<file path="src/rtl/mlfd_pkg.sv">
`default_nettype none

package mlfd_pkg;

  localparam int unsigned ByteW = 8;
  localparam int unsigned LenW  = 16;

  localparam logic [ByteW-1:0] START_MARKER   = 8'h3E;
  localparam logic [LenW-1:0]  MAX_LEN_RESET  = 16'd1024;

  localparam logic KIND_PAYLOAD   = 1'b0;
  localparam logic KIND_LEN_ERROR = 1'b1;

  typedef enum logic [1:0] {
    PH_HUNT    = 2'd0,
    PH_LEN_LO  = 2'd1,
    PH_LEN_HI  = 2'd2,
    PH_PAYLOAD = 2'd3
  } phase_e;

  typedef struct packed {
    logic             valid;
    logic             kind;
    logic [ByteW-1:0] data;
    logic             last;
  } mlfd_result_t;

endpackage

`default_nettype wire

</file>
<file path="src/rtl/mlfd_parser.sv">
`default_nettype none

module mlfd_parser
  import mlfd_pkg::*;
(
  input  wire logic             clk_i,
  input  wire logic             rst_ni,
  input  wire logic             step_i,
  input  wire logic [ByteW-1:0] byte_i,
  input  wire logic [LenW-1:0]  max_len_i,
  output mlfd_result_t          res_o
);

  phase_e           phase_q, phase_d;
  logic [ByteW-1:0] len_lo_q, len_lo_d;
  logic [LenW-1:0]  exp_len_q, exp_len_d;
  logic [LenW-1:0]  count_q, count_d;
  logic [LenW-1:0]  len;
  logic [LenW-1:0]  count_inc;

  assign len       = {byte_i, len_lo_q};
  assign count_inc = count_q + LenW'(1);

  always_comb begin
    phase_d   = phase_q;
    len_lo_d  = len_lo_q;
    exp_len_d = exp_len_q;
    count_d   = count_q;
    res_o     = '{valid: 1'b0, kind: KIND_PAYLOAD, data: '0, last: 1'b0};
    case (phase_q)
      PH_HUNT: begin
        if (byte_i == START_MARKER) phase_d = PH_LEN_LO;
      end
      PH_LEN_LO: begin
        len_lo_d = byte_i;
        phase_d  = PH_LEN_HI;
      end
      PH_LEN_HI: begin
        if (len == '0 || len > max_len_i) begin
          res_o.valid = 1'b1;
          res_o.kind  = KIND_LEN_ERROR;
          phase_d     = PH_HUNT;
        end else begin
          exp_len_d = len;
          count_d   = '0;
          phase_d   = PH_PAYLOAD;
        end
      end
      PH_PAYLOAD: begin
        count_d     = count_inc;
        res_o.valid = 1'b1;
        res_o.data  = byte_i;
        res_o.last  = (count_inc >= exp_len_q);
        if (res_o.last) phase_d = PH_HUNT;
      end
      default: phase_d = PH_HUNT;
    endcase
  end

  always_ff @(posedge clk_i or negedge rst_ni) begin
    if (!rst_ni) begin
      phase_q <= PH_HUNT;
    end else if (step_i) begin
      phase_q <= phase_d;
    end
  end

  always_ff @(posedge clk_i) begin
    if (step_i) begin
      len_lo_q  <= len_lo_d;
      exp_len_q <= exp_len_d;
      count_q   <= count_d;
    end
  end

endmodule

`default_nettype wire

</file>
<file path="src/rtl/marker_length_frame_deframer.sv">
// Path: an accepted input item enters the input register; its result is loaded into the output register.
// Throughput: one input item per cycle; the input register holds only while a
//   result waits in the stalled output register.
// Reset (rst_ni low, asynchronous): the parser returns to hunting for the
//   start marker, both registers empty, max_frame_length back to 1024.
`default_nettype none

module marker_length_frame_deframer
  import mlfd_pkg::*;
(
  input  wire logic             clk_i,
  input  wire logic             rst_ni,
  input  wire logic             in_valid_i,
  output      logic             in_stall_o,
  input  wire logic [ByteW-1:0] rx_byte_i,
  output      logic             out_valid_o,
  input  wire logic             out_stall_i,
  output      logic             result_kind_o,
  output      logic [ByteW-1:0] payload_byte_o,
  output      logic             frame_end_o,
  input  wire logic             cfg_valid_i,
  output      logic             cfg_ready_o,
  input  wire logic [LenW-1:0]  cfg_max_frame_length_i
);

  logic [LenW-1:0]  max_len_q;
  logic             s1_valid_q, s1_valid_d;
  logic [ByteW-1:0] s1_byte_q;
  logic             s1_adv;
  logic             in_accept;
  logic             out_load;
  logic             out_valid_q, out_valid_d;
  logic             kind_q;
  logic [ByteW-1:0] data_q;
  logic             last_q;
  mlfd_result_t     res;

  assign cfg_ready_o = 1'b1;

  always_ff @(posedge clk_i or negedge rst_ni) begin
    if (!rst_ni) begin
      max_len_q <= MAX_LEN_RESET;
    end else if (cfg_valid_i && cfg_ready_o) begin
      max_len_q <= cfg_max_frame_length_i;
    end
  end

  mlfd_parser u_parser (
    .clk_i     (clk_i),
    .rst_ni    (rst_ni),
    .step_i    (s1_adv),
    .byte_i    (s1_byte_q),
    .max_len_i (max_len_q),
    .res_o     (res)
  );

  // hold the item while its result cannot enter the stalled output register
  assign s1_adv     = s1_valid_q && !(res.valid && out_valid_q && out_stall_i);
  assign in_stall_o = s1_valid_q && !s1_adv;
  assign in_accept  = in_valid_i && !in_stall_o;
  assign out_load   = s1_adv && res.valid;

  always_comb begin
    s1_valid_d = s1_valid_q;
    if (in_accept) s1_valid_d = 1'b1;
    else if (s1_adv) s1_valid_d = 1'b0;
    out_valid_d = out_valid_q;
    if (out_load) out_valid_d = 1'b1;
    else if (!out_stall_i) out_valid_d = 1'b0;
  end

  always_ff @(posedge clk_i or negedge rst_ni) begin
    if (!rst_ni) begin
      s1_valid_q  <= 1'b0;
      out_valid_q <= 1'b0;
    end else begin
      s1_valid_q  <= s1_valid_d;
      out_valid_q <= out_valid_d;
    end
  end

  always_ff @(posedge clk_i) begin
    if (in_accept) s1_byte_q <= rx_byte_i;
    if (out_load) begin
      kind_q <= res.kind;
      data_q <= res.data;
      last_q <= res.last;
    end
  end

  assign out_valid_o    = out_valid_q;
  assign result_kind_o  = kind_q;
  assign payload_byte_o = data_q;
  assign frame_end_o    = last_q;

endmodule

`default_nettype wire

</file>
<file path="config.mk">
export PLATFORM = sky130hd
export DESIGN_NAME = marker_length_frame_deframer
export DESIGN_NICKNAME = d
export VERILOG_FILES = /design/src/rtl/mlfd_pkg.sv /design/src/rtl/mlfd_parser.sv /design/src/rtl/marker_length_frame_deframer.sv
export SDC_FILE = /design/constraint.sdc
export NUM_CORES = 1
export LEC_CHECK = 0
export BUFFER_PORTS_ARGS = -buffer_cell sky130_fd_sc_hd__buf_2
export CAP_MARGIN = 20
export CORE_MARGIN = 4
export CORE_UTILIZATION = 35
export DETAILED_ROUTE_END_ITERATION = 8
export GPL_TIMING_DRIVEN = 0
export SYNTH_ARGS = -nofsm -noshare
export SYNTH_HDL_FRONTEND = slang
export SYNTH_SLANG_ARGS = --single-unit
</file>
<file path="constraint.sdc">
create_clock -name clk_i -period 6.3 [get_ports clk_i]
set_input_delay 0 -clock clk_i [delete_from_list [all_inputs] [get_ports clk_i]]
set_output_delay 0 -clock clk_i [all_outputs]
set_load 0.01 [all_outputs]
</file>
## Word-level counts from Yosys, hierarchy flattened

Cells that the tools add are included.
W data, S select, Z words.

- Flip-flop bits (word level): 78
- Bits of input ports: 29
- Output and inout port bits: 13
- Logic and storage cells: 53

- Add/subtract/negate cells: 1
- $lt $le $gt $ge: 2
- Equality and inequality tests: 8
- Muxes and demuxes: 12
- Bitwise operators: 1
- Reductions and logical operators: 18

Operator list:

| kind | number |
|---|---|
| $pmux W16 S2 | 1 |
| $add A16 B1 Y16 const B | 1 |
| $ge A16 B16 Y1 | 1 |
| $gt A16 B16 Y1 | 1 |
| $logic_not A16 Y1 | 1 |
| $mux W16 | 1 |
| $reduce_and A3 Y1 | 3 |
| $eq A8 B6 Y1 const B | 1 |
| $mux W2 | 4 |
| $pmux W2 S4 | 1 |
| $logic_and A1 B1 Y1 | 6 |
| $ne A2 B1 Y1 const B | 3 |
| $eq A2 B2 Y1 const B | 2 |
| $mux W1 | 4 |
| $reduce_bool A2 Y1 | 2 |
| $logic_not A1 Y1 | 3 |
| $eq A2 B1 Y1 const B | 1 |
| $logic_not A2 Y1 | 1 |
| $ne A2 B2 Y1 const B | 1 |
| $pmux W1 S2 | 1 |
| $reduce_and A2 Y1 | 1 |
| $logic_or A1 B1 Y1 | 1 |
| $not A1 Y1 | 1 |

## Longest topological paths before layout

- Depth in word-level cells: 13
- Depth in mapped cells: 12
- Mapped depth without buffers: 12

## Cells and area by module

A second synthesis with hierarchy kept.

- Cells, all modules: 307
- Area total of the unflattened synthesis: 3901.2 sq um

Modules (own cells, without submodules):

| module | instances | cells an instance | area an instance (sq um) | sequential area each (sq um) |
|---|---|---|---|---|
| mlfd_parser | 1 | 241 | 2600.0 | 1251.2 |
| marker_length_frame_deframer | 1 | 66 | 1301.2 | 992.2 |

## Least setup slack after synthesis

No wires, ideal clock.

- Path type: register to register
- From: register max_len_q[10]
- To: register u_parser.count_q[0], enable pin
- Setup time: 0.367 ns
- Arrival time: 2.824 ns
- Data required time: 5.933 ns
- Setup slack: 3.109 ns
- Cell stages (with the launch flop): 9
- Path buffers: 0
- Clock period less this slack: 3.191 ns
- Cell sequence: dfstp_2 > inv_1 > ha_1 > nand4_1 > nor2_1 > a221o_1 > o31a_4 > nor3_2 > a21o_1

- Longest elaborated chain between the ends: 9
- Elaborated cells on any way between the ends: 10
- Those cells by class: 1 x order compare; 1 x eq/ne; 2 x mux; 6 x reduce/logical

Ends and longest elaborated chain:

| what | line | RTL |
|---|---|---|
| start, declared | marker_length_frame_deframer.sv:26 | `logic [LenW-1:0] max_len_q;` |
| start signal, assigned | marker_length_frame_deframer.sv:44 | `max_len_q <= cfg_max_frame_length_i;` |
| $gt A16 B16 Y1 * | mlfd_parser.sv:39 | `if (len == '0 \|\| len > max_len_i) begin` |
| $logic_or A1 B1 Y1 * | mlfd_parser.sv:39 |  |
| $mux W2 | mlfd_parser.sv:39 |  |
| $pmux W1 S2 | mlfd_parser.sv:30 | `case (phase_q)` |
| $logic_and A1 B1 Y1 (2 in series) | marker_length_frame_deframer.sv:58 | `assign s1_adv = s1_valid_q && !(res.valid && out_valid_q && out_stall_i);` |
| $logic_not A1 Y1 | marker_length_frame_deframer.sv:58 |  |
| $logic_and A1 B1 Y1 | marker_length_frame_deframer.sv:58 |  |
| $reduce_and A3 Y1 (no line) * | n/a |  |
| end signal, assigned | mlfd_parser.sv:72 | `count_q <= count_d;` |
| end, declared | mlfd_parser.sv:17 | `logic [LenW-1:0] count_q, count_d;` |

Mark *: on every way between the ends. The rest lies on a longest branch, timed or not.
A chain may end at the register's enable or synchronous reset.

## Final worst setup path

- From: register s1_byte_q[3]
- To: register u_parser.count_q[13], enable pin

- Longest elaborated chain between the ends: 9
- Elaborated cells on any way between the ends: 11
- Those cells by class: 1 x order compare; 1 x eq/ne; 2 x mux; 7 x reduce/logical

Ends and longest elaborated chain:

| what | line | RTL |
|---|---|---|
| start, declared | marker_length_frame_deframer.sv:28 | `logic [ByteW-1:0] s1_byte_q;` |
| start signal, assigned | marker_length_frame_deframer.sv:83 | `if (in_accept) s1_byte_q <= rx_byte_i;` |
| $gt A16 B16 Y1 or $logic_not A16 Y1 (tied branches) | mlfd_parser.sv:39 |  |
| $logic_or A1 B1 Y1 * | mlfd_parser.sv:39 |  |
| $mux W2 | mlfd_parser.sv:39 |  |
| $pmux W1 S2 | mlfd_parser.sv:30 |  |
| $logic_and A1 B1 Y1 (2 in series) | marker_length_frame_deframer.sv:58 |  |
| $logic_not A1 Y1 | marker_length_frame_deframer.sv:58 |  |
| $logic_and A1 B1 Y1 | marker_length_frame_deframer.sv:58 |  |
| $reduce_and A3 Y1 (no line) * | n/a |  |

Marks and branches as above.

==> run_summary.xml <==
<?xml version="1.0" encoding="UTF-8"?>
<metrics>
  <group name="cts">
    <metric name="path_clk_slew" unit="ps">90</metric>
    <metric name="ctsHtreeMaxLevel" unit="">3</metric>
    <metric name="numClockSinks" unit="">78</metric>
    <metric name="insertion_delay" unit="ps">360</metric>
    <metric name="cts_buffer_depth" unit="">2</metric>
    <metric name="cts_buffers" unit="">9</metric>
    <metric name="root_buffer" unit="">sky130_fd_sc_hd__clkbuf_8</metric>
    <metric name="postCtsSetupBuffers" unit="">0</metric>
    <metric name="cts_tree" unit="">done</metric>
  </group>
  <group name="worst_setup_path">
    <metric name="slowest_stage" unit="">sky130_fd_sc_hd__nor3_2</metric>
    <metric name="timing.critical_path.max_delay_family" unit="">compound AO/OA/AOI/OAI gates</metric>
    <metric name="reg2reg_setup_slack" unit="ps">2840</metric>
    <metric name="critical_path_cell_by_cell" unit="">ha_1 &gt; nand4_1 &gt; nor2_1 &gt; a221o_1 &gt; o31a_4 &gt; nor3_2 &gt; buf_6 &gt; a21o_1</metric>
    <metric name="r2r_start" unit="">s1_byte_q[3]</metric>
    <metric name="worst-endpoint-arrival" unit="ps">3450</metric>
    <metric name="path_class" unit="">flip-flop to flip-flop</metric>
    <metric name="setup.worst_path.start_class" unit="">flip-flop</metric>
    <metric name="cp_data_required_time" unit="ps">6290</metric>
    <metric name="endpoint_of_the_worst_register_to_register_path" unit="">u_parser.count_q[13]</metric>
    <metric name="worst_setup_path_end_kind" unit="">flip-flop</metric>
    <metric name="worstRegToRegCells" unit="">8</metric>
    <metric name="worst-path-buf-inv" unit="">1</metric>
    <metric name="critical_path.max_stage_delay" unit="ps">610</metric>
    <metric name="peak_fanout_along_the_critical_path" unit="">16</metric>
  </group>
  <group name="status">
    <metric name="outcome" unit="">finished, final reports clean</metric>
  </group>
  <group name="synth">
    <metric name="synth.lib_cells_used.distinct" unit="">43</metric>
    <metric name="synthTopCellsByArea" unit="">sky130_fd_sc_hd__edfxtp_1 (45%), sky130_fd_sc_hd__dfrtp_1 (12%), sky130_fd_sc_hd__ha_1 (11%)</metric>
    <metric name="synth_xor_area_share" unit="%">3.19</metric>
    <metric name="postSynthCellCount" unit="">321</metric>
    <metric name="yosysTopAreaCellShare" unit="%">45.4</metric>
    <metric name="yosys_most_used_dff" unit="">sky130_fd_sc_hd__edfxtp_1</metric>
    <metric name="dominant_combinational_cell_family_by_area_after_synthesis" unit="">simple AND/OR/NAND/NOR gates</metric>
    <metric name="yosys-mux-area-fraction" unit="%">0.293</metric>
    <metric name="yosysTopAreaCell" unit="">sky130_fd_sc_hd__edfxtp_1</metric>
    <metric name="compound_gate_portion_of_the_synthesized_area" unit="%">8.47</metric>
    <metric name="async_set_reset_flop_share_out_of_synthesis" unit="%">25.6</metric>
    <metric name="area_share_of_fa_ha_maj_cells_after_synthesis" unit="%">10.8</metric>
    <metric name="synth-seq-area-share" unit="%">58.4</metric>
    <metric name="yosysWarnings" unit="">0</metric>
    <metric name="synth_simple_gate_area_share" unit="%">14.5</metric>
    <metric name="number_of_flops_mapped_to_enable_cells_by_yosys" unit="">58</metric>
    <metric name="ys_ff_latch" unit="">78</metric>
    <metric name="mappedNetlistArea" unit="sq um">3840</metric>
    <metric name="syn-num-nets" unit="">383</metric>
    <metric name="post_synth.cell_area_avg" unit="sq um">12.0</metric>
  </group>
  <group name="final_layout">
    <metric name="number_of_antenna_diodes" unit="">0</metric>
    <metric name="post-route-cell-area" unit="sq um">4690</metric>
    <metric name="final_core_util" unit="%">44.6</metric>
    <metric name="area_growth" unit="%">22.1</metric>
    <metric name="drive_above_1_share" unit="%">16.9</metric>
    <metric name="nNetsFinal" unit="">465</metric>
  </group>
  <group name="route">
    <metric name="first_pass_iters" unit="">4</metric>
    <metric name="drt_drc_violations_left" unit="">0</metric>
    <metric name="avgViaCountPerCell" unit="">4.71</metric>
    <metric name="final_antenna_net_count" unit="">0</metric>
    <metric name="post_drt_wl_per_cell" unit="um">13.6</metric>
    <metric name="detail_route.iter0.violations" unit="">106</metric>
    <metric name="vias" unit="">2564</metric>
    <metric name="finalWirelength" unit="mm">7.41</metric>
  </group>
  <group name="floorplan">
    <metric name="floorplan.die.height" unit="um">113</metric>
    <metric name="top_level_ports" unit="">42</metric>
    <metric name="start_util" unit="%">36.5</metric>
    <metric name="core_region_area" unit="sq um">10500</metric>
    <metric name="placementRows" unit="">37</metric>
    <metric name="floorplan.die_area" unit="sq um">12700</metric>
    <metric name="floorplan.die.width" unit="um">113</metric>
  </group>
  <group name="timing">
    <metric name="final-max-slew-violation-count" unit="">0</metric>
    <metric name="setup_violation_total_in_the_final_timing_report" unit="">0</metric>
    <metric name="max_clock_freq" unit="GHz">0.289</metric>
    <metric name="fin_tns_setup" unit="ps">0</metric>
    <metric name="finalClockSkew" unit="ps">9.01</metric>
    <metric name="min_period" unit="ps">3460</metric>
    <metric name="max_slew.worst_pin.slew" unit="ps">712</metric>
    <metric name="worst_slew_margin_rel" unit="%">52.2</metric>
    <metric name="unrepaired_setup_endpoints_after_global_routing" unit="">no</metric>
    <metric name="report.final.hold_viol_count" unit="">0</metric>
    <metric name="timing.final.crit_share" unit="%">54.9</metric>
  </group>
  <group name="place">
    <metric name="buffer_ports.inserted" unit="">40</metric>
    <metric name="placed_cell_areas" unit="sq um">4230</metric>
    <metric name="gp_routability_congestion" unit="">0.835</metric>
    <metric name="detailed_placement_hpwl" unit="mm">5.52</metric>
  </group>
  <group name="flow_run">
    <metric name="max_cap_violations" unit="">0</metric>
  </group>
  <group name="global_route">
    <metric name="vias_in_the_first_global_route" unit="">2738</metric>
    <metric name="grt-ovfl-total" unit="">0</metric>
    <metric name="grt_antenna_before_repair" unit="">0</metric>
    <metric name="grt_start_max_net_pins" unit="">21</metric>
    <metric name="grt.total_usage" unit="%">12.7</metric>
    <metric name="grt_first_pass_wirelength" unit="mm">12.9</metric>
  </group>
  <group name="power">
    <metric name="power.static_leakage" unit="nW">2.03</metric>
    <metric name="cellPowerDensity" unit="nW/um^2">340</metric>
    <metric name="power.ir.vdd_worst" unit="mV">0.167</metric>
  </group>
  <group name="worst_hold_path">
    <metric name="holdCritPathClass" unit="">input port to asynchronous set/reset pin</metric>
  </group>
</metrics>
==> timing repair <==
action	CTS	global route
hold buffers	29	0
hold endpoints to repair	46	0
resized for setup	0	0
==> metrics by stage <==
step | instances | worst slack (ps) | power [mW] | hold WS, ps
2_1_floorplan | 321 | 3110 | 1.11 | -296
3_3_place_gp | 497 | 2610 | 1.24 | -31.5
3_5_place_dp | 499 | 2820 | 1.26 | -23.5
4_1_cts | 544 | 2800 | 1.62 | 106
5_1_grt | 544 | 2630 | 1.72 | 132
6_report | 544 | 2840 | 1.60 | 105
==> layout by cell type, fill, tap and decap left out, types with 3 or more instances in the layout <==
| cell | instances |
|---|---|
| sky130_fd_sc_hd__xnor2_1 | 6 |
| sky130_fd_sc_hd__nor3_1 | 5 |
| sky130_fd_sc_hd__nor4_1 | 3 |
| sky130_fd_sc_hd__edfxtp_1 | 58 |
| sky130_fd_sc_hd__clkbuf_1 | 6 |
| sky130_fd_sc_hd__o21ai_0 | 22 |
| sky130_fd_sc_hd__dlygate4sd3_1 | 29 |
| sky130_fd_sc_hd__clkinv_2 | 3 |
| sky130_fd_sc_hd__and2_1 | 13 |
| sky130_fd_sc_hd__nand4_1 | 7 |
| sky130_fd_sc_hd__inv_1 | 36 |
| sky130_fd_sc_hd__clkbuf_8 | 9 |
| sky130_fd_sc_hd__nand3_1 | 9 |
| sky130_fd_sc_hd__buf_2 | 41 |
| sky130_fd_sc_hd__dfrtp_1 | 19 |
| sky130_fd_sc_hd__xor2_1 | 8 |
| sky130_fd_sc_hd__a21oi_1 | 10 |
| sky130_fd_sc_hd__nand2_1 | 29 |
| sky130_fd_sc_hd__and3_1 | 13 |
| sky130_fd_sc_hd__ha_1 | 33 |
| sky130_fd_sc_hd__nor2_1 | 10 |
==> registers in the layout (all words and copies together), names as in the netlist <==
name and flops:
max_len_q 16, u_parser.count_q 16, u_parser.exp_len_q 16, payload_byte_o 8
s1_byte_q 8, u_parser.len_lo_q 8, u_parser.phase_q 2, frame_end_o 1
out_valid_o 1, result_kind_o 1, s1_valid_q 1
==> power breakdown <==
group / internal [mW] / switching, mW
Clock: 0.144 / 0.191
Sequential: 0.710 / 0.0754
Combinational: 0.201 / 0.274
==> per-layer routing <==
metal | part of all wire [%] | up-vias | global-route usage [%]
met5 | 0 | - | 0
met4 | 1.7 | 0 | 4.81
met3 | 2.6 | 10 | 3.21
met2 | 50 | 37 | 21.6
met1 | 45 | 1207 | 15.6
li1 | - | 1310 | -
==> how the worst max path moves through the flow <==
stage / slack (ps) / endpoint / startpoint / cells after the start
CTS: 2800 / u_parser.count_q[13] / s1_byte_q[3] / 8
detailed placement: 2820 / u_parser.count_q[2] / s1_byte_q[3] / 8
global route: 2630 / u_parser.count_q[8] / s1_byte_q[3] / 8
floorplan: 3110 / u_parser.count_q[0] / max_len_q[10] / 8
global placement: 2610 / u_parser.count_q[13] / s1_byte_q[3] / 7
finish: 2840 / u_parser.count_q[13] / s1_byte_q[3] / 8
==> cells by family (layout without fill, tap and decap cells) <==
group                      after synthesis  count (layout)
buffers and inverters                   43             130
muxes                                    1               1
AOI/OAI and AO/OA                       49              49
xor gates and xnor gates                14              14
adders and majority gates               33              33
other                                    1               1
DFF                                     78              78
and+or+nand+nor                        102             102
==> layout make-up <==
type                       count  area, sq um
buffer                         7         30.0
clock buffer                   9          124
clock inverter                 7         48.8
fill                         952         5820
inverter                      36          135
multi-input combinational    200         1430
sequential                    78         2240
tap                          136          170
timing repair buffer          71          507
==> Yosys cell counts, types with 2 or more instances <==
library cell,n
sky130_fd_sc_hd__a2111o_1,2
sky130_fd_sc_hd__a211oi_1,2
sky130_fd_sc_hd__a21o_1,2
sky130_fd_sc_hd__a21oi_1,10
sky130_fd_sc_hd__and2_1,13
sky130_fd_sc_hd__and3_1,13
sky130_fd_sc_hd__and4_1,2
sky130_fd_sc_hd__clkbuf_1,6
sky130_fd_sc_hd__dfrtp_1,19
sky130_fd_sc_hd__edfxtp_1,58
sky130_fd_sc_hd__ha_1,33
sky130_fd_sc_hd__inv_1,36
sky130_fd_sc_hd__nand2_1,29
sky130_fd_sc_hd__nand3_1,9
sky130_fd_sc_hd__nand4_1,7
sky130_fd_sc_hd__nor2_1,10
sky130_fd_sc_hd__nor2b_1,2
sky130_fd_sc_hd__nor3_1,5
sky130_fd_sc_hd__nor4_1,3
sky130_fd_sc_hd__nor4_2,2
sky130_fd_sc_hd__o211a_1,2
sky130_fd_sc_hd__o21ai_0,22
sky130_fd_sc_hd__o31a_1,2
sky130_fd_sc_hd__xnor2_1,6
sky130_fd_sc_hd__xor2_1,8
Note: power is estimated with default switching activity, not from simulation.
